### config.mk
export PLATFORM = sky130hd
export DESIGN_NAME = bbc_ram
export DESIGN_NICKNAME = d
export VERILOG_FILES = /design/src/bbc_pkg.sv /design/src/bbc_ram.sv
export SDC_FILE = /design/constraint.sdc
export NUM_CORES = 1
export LEC_CHECK = 0
export ABC_CLOCK_PERIOD_IN_PS = 6250
export BUFFER_PORTS_ARGS = -buffer_cell sky130_fd_sc_hd__buf_2
export CAP_MARGIN = 0
export CORE_MARGIN = 2
export CORE_UTILIZATION = 30
export CTS_BUF_LIST = sky130_fd_sc_hd__clkbuf_16
export DETAILED_ROUTE_END_ITERATION = 10
export PLACE_DENSITY = 0.41
export SETUP_SLACK_MARGIN = 0.15
export SKIP_CTS_REPAIR_TIMING = 1
export SLEW_MARGIN = 20
export SYNTH_ARGS = -nofsm -noshare
export SYNTH_HDL_FRONTEND = slang
export SYNTH_SLANG_ARGS = --single-unit
### constraint.sdc
create_clock -name clk -period 6.25 [get_ports clk]
set_clock_uncertainty 0.1 [all_clocks]
set_input_delay 1.25 -clock clk [delete_from_list [all_inputs] [get_ports clk]]
set_output_delay 1.25 -clock clk [all_outputs]
set_load 0.03 [all_outputs]
### src/bbc_pkg.sv
package bbc_pkg;

  // Default sizes for the top level parameters.
  localparam int STACK_DEPTH_DEF = 256;
  localparam int LINE_BITS_DEF   = 20;

  // Fixed width of the reported line number.
  localparam int LINE_OUT_BITS = 20;

  // Character codes that the checker looks for.
  localparam logic [7:0] CHAR_NEWLINE     = 8'h0A;
  localparam logic [7:0] CHAR_OPEN_ROUND  = 8'h28;
  localparam logic [7:0] CHAR_CLOSE_ROUND = 8'h29;
  localparam logic [7:0] CHAR_OPEN_CURLY  = 8'h7B;
  localparam logic [7:0] CHAR_CLOSE_CURLY = 8'h7D;
  localparam logic [7:0] CHAR_OPEN_SQUARE = 8'h5B;
  localparam logic [7:0] CHAR_CLOSE_SQUARE = 8'h5D;

  typedef enum logic [1:0] {
    KIND_NONE   = 2'd0,
    KIND_ROUND  = 2'd1,
    KIND_CURLY  = 2'd2,
    KIND_SQUARE = 2'd3
  } kind_t;

  typedef enum logic [2:0] {
    ST_OK       = 3'd0,
    ST_BALANCED = 3'd1,
    ST_MISMATCH = 3'd2,
    ST_MISSING  = 3'd3,
    ST_UNCLOSED = 3'd4,
    ST_OVERFLOW = 3'd5
  } status_t;

  // Classification of one text byte.
  typedef struct packed {
    logic  newline;
    kind_t opener;
    kind_t closer;
  } char_class_t;

  function automatic char_class_t classify(input logic [7:0] ch);
    char_class_t c;
    c.newline = 1'b0;
    c.opener  = KIND_NONE;
    c.closer  = KIND_NONE;
    case (ch)
      CHAR_NEWLINE:      c.newline = 1'b1;
      CHAR_OPEN_ROUND:   c.opener  = KIND_ROUND;
      CHAR_OPEN_CURLY:   c.opener  = KIND_CURLY;
      CHAR_OPEN_SQUARE:  c.opener  = KIND_SQUARE;
      CHAR_CLOSE_ROUND:  c.closer  = KIND_ROUND;
      CHAR_CLOSE_CURLY:  c.closer  = KIND_CURLY;
      CHAR_CLOSE_SQUARE: c.closer  = KIND_SQUARE;
      default: ;
    endcase
    return c;
  endfunction

endpackage

### src/bbc_ram.sv
// Simple dual port RAM: one write port, one read port with registered data.
module bbc_ram #(
  parameter int WIDTH = 2,
  parameter int DEPTH = bbc_pkg::STACK_DEPTH_DEF
) (
  input  logic                     clk,
  input  logic                     we,
  input  logic [$clog2(DEPTH)-1:0] waddr,
  input  logic [WIDTH-1:0]         wdata,
  input  logic [$clog2(DEPTH)-1:0] raddr,
  output logic [WIDTH-1:0]         rdata
);

  logic [WIDTH-1:0] mem [DEPTH];

  // Write port and registered read port.
  always_ff @(posedge clk) begin
    if (we) begin
      mem[waddr] <= wdata;
    end
    rdata <= mem[raddr];
  end

endmodule

==> metrics, run 1 <==
status completed; pwr dens 310 nW/um^2; critical path buffer and inverter count 2; GPL Wtd Cong 0.755; Synth Cell Area 21400 um^2; final slew viol count 0; first-pass iteration count of the detailed router 5; kind of critical path in -> reg; Initial DRC Count 1007; Post-Syn Nets 1262; post-synthesis async set-or-reset flop share 0%; PortBufs 21; row count 97; total congestion overflow 0; final setup fails 0; vias in the first global route 11781; overall global routing resource usage 16.0%; Chip Width 271 um; Die Ht 271 um; critical path depth in cells 8; initial core utilization 30.4%; fraction of the yosys area taken by sequential cells 72.1%; DRC viols 0; fraction of layout cells with a size suffix above 1 17.5%; fin crit period 3.70 ns; core area 70300 um^2; CTS Sinks 514; yosys warns 0; worst setup margin 2.55 ns; Slew @ Worst Pin 1.01 ns; max_slew headroom 32.8%; critical path startpoint raddr[1]; FF-to-FF End rdata[0]; Hold Slack 0.948 ns; R2R depth 6; first-pass GRT wire length 85.0 mm; number of H-tree levels 2; hpwl dp 34.9 mm; Yosys reg bits 514; total CTS buffers 57; vias per inst 5.04; Avg Inst Size Synth 17.2 um^2; final hold vios 0; Final ANT Viol Nets 0; drt total wl 58.7 mm; largest net degree at the start of global routing 150; hold crit path type reg -> reg; maximum vdd drop 0.000191 V; CTS Buffer Depth 3; clock root cell clkbuf_16; CP endpoint kind flop; Die ar. 73400 um^2; Netlist cell types 51; CTS tree done; Worst path top cell family by delay compound AO/OA/AOI/OAI gates; Setup crit end rdata[1]; Setup TNS Final 0 ns; initial antenna violation count 4; CP cell instances buf_2 > buf_4 > nand3b_1 > o221ai_1 > a211oi_1 > o21ai_0 > a31oi_1 > a311oi_2; peak per-stage delay on the critical path 0.78 ns; Final #Nets 1278; area grow syn2layout 13.1%; slowest stage cell, crit path nand3b_1; Post-Syn Instances 1242; total power 0.00749 W; Worst EP required 6.67 ns; flop2flop setup slack 3.88 ns; vias 11325; Max Fclk 270 MHz; RSZ-0062 raised after global routing false; I/O Pins 22; pre-CTS setup slack 1.93 ns; Leak Pwr 7.42 nW; Critical Path Source Type input pin; Final Cycle Share 59.2%; CP arrival 4.12 ns; routed len/inst 26.1 um; worst r2r src mem[186][0]; Skew-Pair Late Insertion Delay 0.62 ns; Post-synth EDFFs 512; crit path max fanout 24; Most used DFF post-synth edfxtp_1; clock-pin transition on the worst setup and hold timing paths 0.06 ns; Max-cap violations 0
[flip-flops by register name, indices dropped and copies added (netlist names)]
signal and count:
mem 512, rdata 2
[cells in the final DEF (no fill, tap or decap), types with 17 or more instances in the layout]
cell and n:
edfxtp_1 512, nor2_1 268, mux4_2 82, mux2i_1 61, clkbuf_16 59, nand2_1 29, buf_4 25, inv_1 21
nand3_1 20, mux4_1 20, buf_2 17
[layout make-up]
cell class | instances | area (um^2)
antenna | 1 | 2.50
clock buffer | 59 | 1480
clock inverter | 46 | 350
fill | 6677 | 46100
inverter | 6 | 22.5
multi-input combinational | 632 | 5390
sequential | 514 | 15400
tap | 940 | 1180
timing repair buffer | 47 | 350
[tightest hold or removal path: stages (launching register included)]
cell and delay, ns:
edfxtp_1 0.35, mux2i_1 0.13, a221oi_1 0.12, o21ai_1 0.09, a21oi_1 0.08, nand2_1 0.12, a311oi_2 0.10
[per-stage QoR]
step                      util (%)  instances  area (um^2)
after floorplan                  -       1242        21400
after global placement        31.8       2139        22300
final                         34.4       2245        24200
after global routing          34.4       2244        24200
after detailed placement      31.8       2139        22300
after CTS                     34.4       2244        24200
[cell families (layout without fill, tap and decap cells)]
group | count (synthesis) | after routing | synth area share (%)
AO/OA/AOI/OAI | 107 | 107 | 3.86
buffers and inverters | 96 | 158 | 2.92
flip-flops | 514 | 514 | 72.1
multiplexers | 171 | 171 | 14.4
other | 0 | 1 | 0
AND/OR/NAND/NOR | 354 | 354 | 6.76
[metal layers]
layer	part of all wire, %	wire length [um]	vias to the layer above	GRT usage (%)
li1	-	-	4966	-
met1	47	27700	5965	23.6
met2	46	26800	316	24.7
met3	5.6	3270	76	2.95
met4	1.6	922	2	3.26
met5	0.022	13	-	0
[synth_stat cells (all sizes together), types with 11 or more instances]
master,instances,area (um^2)
buf,34,375
o21ai,17,85.1
nand2,29,109
clkbuf,55,214
nor2,268,1010
o221ai,16,140
mux4,102,2370
a211oi,11,87.6
mux2i,61,611
nor2b,11,68.8
edfxtp,512,15400
nand3,27,135
[worst min-delay path by stage]
stage	slack, ns	depth (start not counted)	endpoint	from
after floorplan	0.76	6	rdata[1]	mem[96][1]
after global placement	0.94	6	rdata[1]	mem[104][1]
after detailed placement	0.96	5	rdata[0]	mem[23][0]
after CTS	0.97	6	rdata[1]	mem[105][1]
after global routing	1.03	6	rdata[1]	mem[104][1]
final	0.95	6	rdata[1]	mem[104][1]
[report_power, final]
group          internal, W  total [W]  switching [W]
sequential         0.00380    0.00381     0.00000472
combinational     0.000121   0.000386       0.000265
clock              0.00194    0.00330        0.00136
total              0.00586    0.00749        0.00163
(Power assumes the default switching activity.)
==> run 2, diff against run 1 <==
--- a/config.mk
+++ b/config.mk
@@ -5,7 +5,7 @@
 export SDC_FILE = /design/constraint.sdc
 export NUM_CORES = 1
 export LEC_CHECK = 0
-export ABC_CLOCK_PERIOD_IN_PS = 6250
+export ABC_CLOCK_PERIOD_IN_PS = 3800
 export BUFFER_PORTS_ARGS = -buffer_cell sky130_fd_sc_hd__buf_2
 export CAP_MARGIN = 0
 export CORE_MARGIN = 2
==> constraint.sdc (replaced) <==
create_clock -name clk -period 3.8 [get_ports clk]
set_clock_uncertainty 0.1 [all_clocks]
set_input_delay 0.76 -clock clk [delete_from_list [all_inputs] [get_ports clk]]
set_output_delay 0.76 -clock clk [all_outputs]
set_load 0.03 [all_outputs]
==> run 2 against run 1 <==
Compared with the run above:
- worst setup slack worse by 1.4 ns
- wire length up 3.0%
- via count up 1.4%
- sequential cell count unchanged
- sequential power up 64%
- register-to-register slack worse by 2.4 ns
- clock-buffer cell count down 2
- first-iteration DRC count up 21%
- clock power up 60%
- utilization up 0.41 points
- non-clock buffer count up 38
- cell area up 1.2%
==> metrics, run 2 (synthesized netlist as in run 1, its figures left out) <==
overall global routing resource usage 16.6% (+0.55 points); total CTS buffers 56 (-1.8%); DRC viols 0 (unchanged); CP arrival 3.07 ns (-1.05 ns); Chip Width 271 um (unchanged); hold depth 1 (-5); R2R depth 6 (unchanged); CTS Sinks 514 (unchanged); Die Ht 271 um (unchanged); CTS Buffer Depth 3 (unchanged); Hold Slack 0.495 ns (-0.453 ns); final slew viol count 0 (unchanged); drt total wl 60.5 mm (+3.0%); pre-CTS setup slack 0.463 ns (-1.47 ns); final setup fails 0 (unchanged); Final Cycle Share 70.9%; critical path startpoint raddr[0]; worst setup margin 1.11 ns (-1.45 ns); slowest stage cell, crit path mux4_1; Reg with most FFs mem; Max Fclk 371 MHz; Final ANT Viol Nets 0 (unchanged); initial core utilization 30.4% (unchanged); Worst path top cell family by delay multiplexers; fill cell count 6664 (-0.19%); FF-to-FF End rdata[0]; max reg flops 512 (unchanged); clock-pin transition on the worst setup and hold timing paths 0.06 ns (about the same); register share of total power 51.2% (+0.4 points); final hold vios 0 (unchanged); placed insts 2177 (+1.8%); total congestion overflow 0 (unchanged); core area 70300 um^2 (unchanged); hpwl dp 37.3 mm (+6.9%); fraction of layout cells with a size suffix above 1 19.6% (+2.1 points); vias 11483 (+1.4%); Setup crit end rdata[0]; Max-cap violations 0 (unchanged); Critical Path Source Type input pin; Skew-Pair Late Insertion Delay 0.62 ns (about the same); pwr dens 499 nW/um^2 (+61%); first-pass GRT wire length 87.4 mm (+2.8%); GPL Wtd Cong 0.757 (+0.25%); Logic pwr share 5.5% (+0.3 points); worst r2r src mem[205][0]; max_slew headroom 44.8% (+12 points); critical path buffer and inverter count 2 (unchanged); Final #Nets 1315 (+2.9%); RSZ-0062 raised after global routing false; routed len/inst 26.5 um (+1.3%); peak per-stage delay on the critical path 0.56 ns (-0.22 ns); Reg area 15400 um^2 (unchanged); largest net degree at the start of global routing 94 (-37%); biggest regs mem x512, rdata x2; maximum vdd drop 0.000390 V (+100%); vias per inst 5.03 (-0.25%); commonest non-fill, non-tap cell in the layout edfxtp_1; critical path depth in cells 8 (unchanged); CP cell instances buf_8 > buf_4 > mux4_1 > mux4_2 > nand3_1 > o21ai_0 > o22ai_1 > a211oi_2; area occupied by multi-input gates 5350 um^2 (-0.74%); Net Sw Frac 22.0% (+0.24 points); Setup TNS Final 0 ns (unchanged); CTS tree done; Worst EP required 4.17 ns (-2.50 ns); Initial DRC Count 1223 (+21%); vias in the first global route 12175 (+3.3%); I/O Pins 22 (unchanged); flop2flop setup slack 1.51 ns (-2.37 ns); first-pass iteration count of the detailed router 5 (unchanged); Hold Crit Start wdata[0]; Slew @ Worst Pin 0.829 ns (-0.176 ns); kind of critical path in -> reg; clock power share 43.2% (-0.9 points); Die ar. 73400 um^2 (unchanged); Non-Filler Instances 2282 (+1.6%); number of H-tree levels 2 (unchanged); most frequent cells in the layout edfxtp_1 (512), nor2_1 (268), mux4_2 (82); fin crit period 2.69 ns; switching pwr 0.00269 W (+65%); CP endpoint kind flop; row count 97 (unchanged); initial antenna violation count 5 (+1); Leak Pwr 7.58 nW (+2.0%); PortBufs 21 (unchanged); crit path max fanout 24 (unchanged); hold crit path type in -> reg; status completed; clock root cell clkbuf_16; area grow syn2layout 14.4%; P_int 0.00952 W (+63%)
run 2: cell count changes in the layout (fill, tap and decap cells not counted), moves of 2 or more:
cell       delta
buf_12        +8
buf_4        +30
clkbuf_16     -2
clkinv_1      +2
clkinv_2      +2
clkinv_4      +2
diode_2       +2
inv_1         -8
nand3_1       +7
nand3_2       -7
run 2: metal layers:
| metal | GRT usage [%] | share of wire [%] | vias up |
|---|---|---|---|
| li1 | - | - | 5044 |
| met1 | 23.2 | 45 | 6047 |
| met2 | 26.6 | 47 | 321 |
| met3 | 2.85 | 5.3 | 71 |
| met4 | 4.49 | 2.2 | 0 |
| met5 | 0 | 0 | - |
run 2: power by group through the flow:
| stage | Clock [W] | Combinational [W] | Sequential (W) |
|---|---|---|---|
| floorplan | 0 | 0.000371 | 0.00638 |
| global placement | 0 | 0.000686 | 0.00638 |
| global route | 0.00563 | 0.000722 | 0.00626 |
| finish | 0.00528 | 0.000673 | 0.00626 |
| detailed placement | 0 | 0.000688 | 0.00638 |
| CTS | 0.00541 | 0.000689 | 0.00626 |
run 2: through the flow:
| step | utilization (%) | area (um^2) | power, W |
|---|---|---|---|
| after floorplan | - | 21400 | 0.00675 |
| after global placement | 32.3 | 22700 | 0.00707 |
| after detailed placement | 32.3 | 22700 | 0.00707 |
| after CTS | 34.8 | 24500 | 0.0124 |
| after global routing | 34.8 | 24500 | 0.0126 |
| final | 34.8 | 24500 | 0.0122 |
run 2: layout make-up:
cell class,count,area share (%)
Inverter,6,0.0920
Antenna cell,3,0.0307
Sequential cell,514,63.0
Tap cell,940,4.81
Timing Repair Buffer,85,3.01
Multi-Input combinational cell,632,21.8
Clock buffer,57,5.83
Clock inverter,45,1.40
run 2: worst min-delay path by stage:
stage / endpoint / slack [ns]
after floorplan: mem[0][0] / 0.76
after global placement: rdata[1] / 0.90
after detailed placement: rdata[1] / 0.90
after CTS: mem[181][0] / 0.48
after global routing: mem[181][0] / 0.49
final: mem[181][0] / 0.50
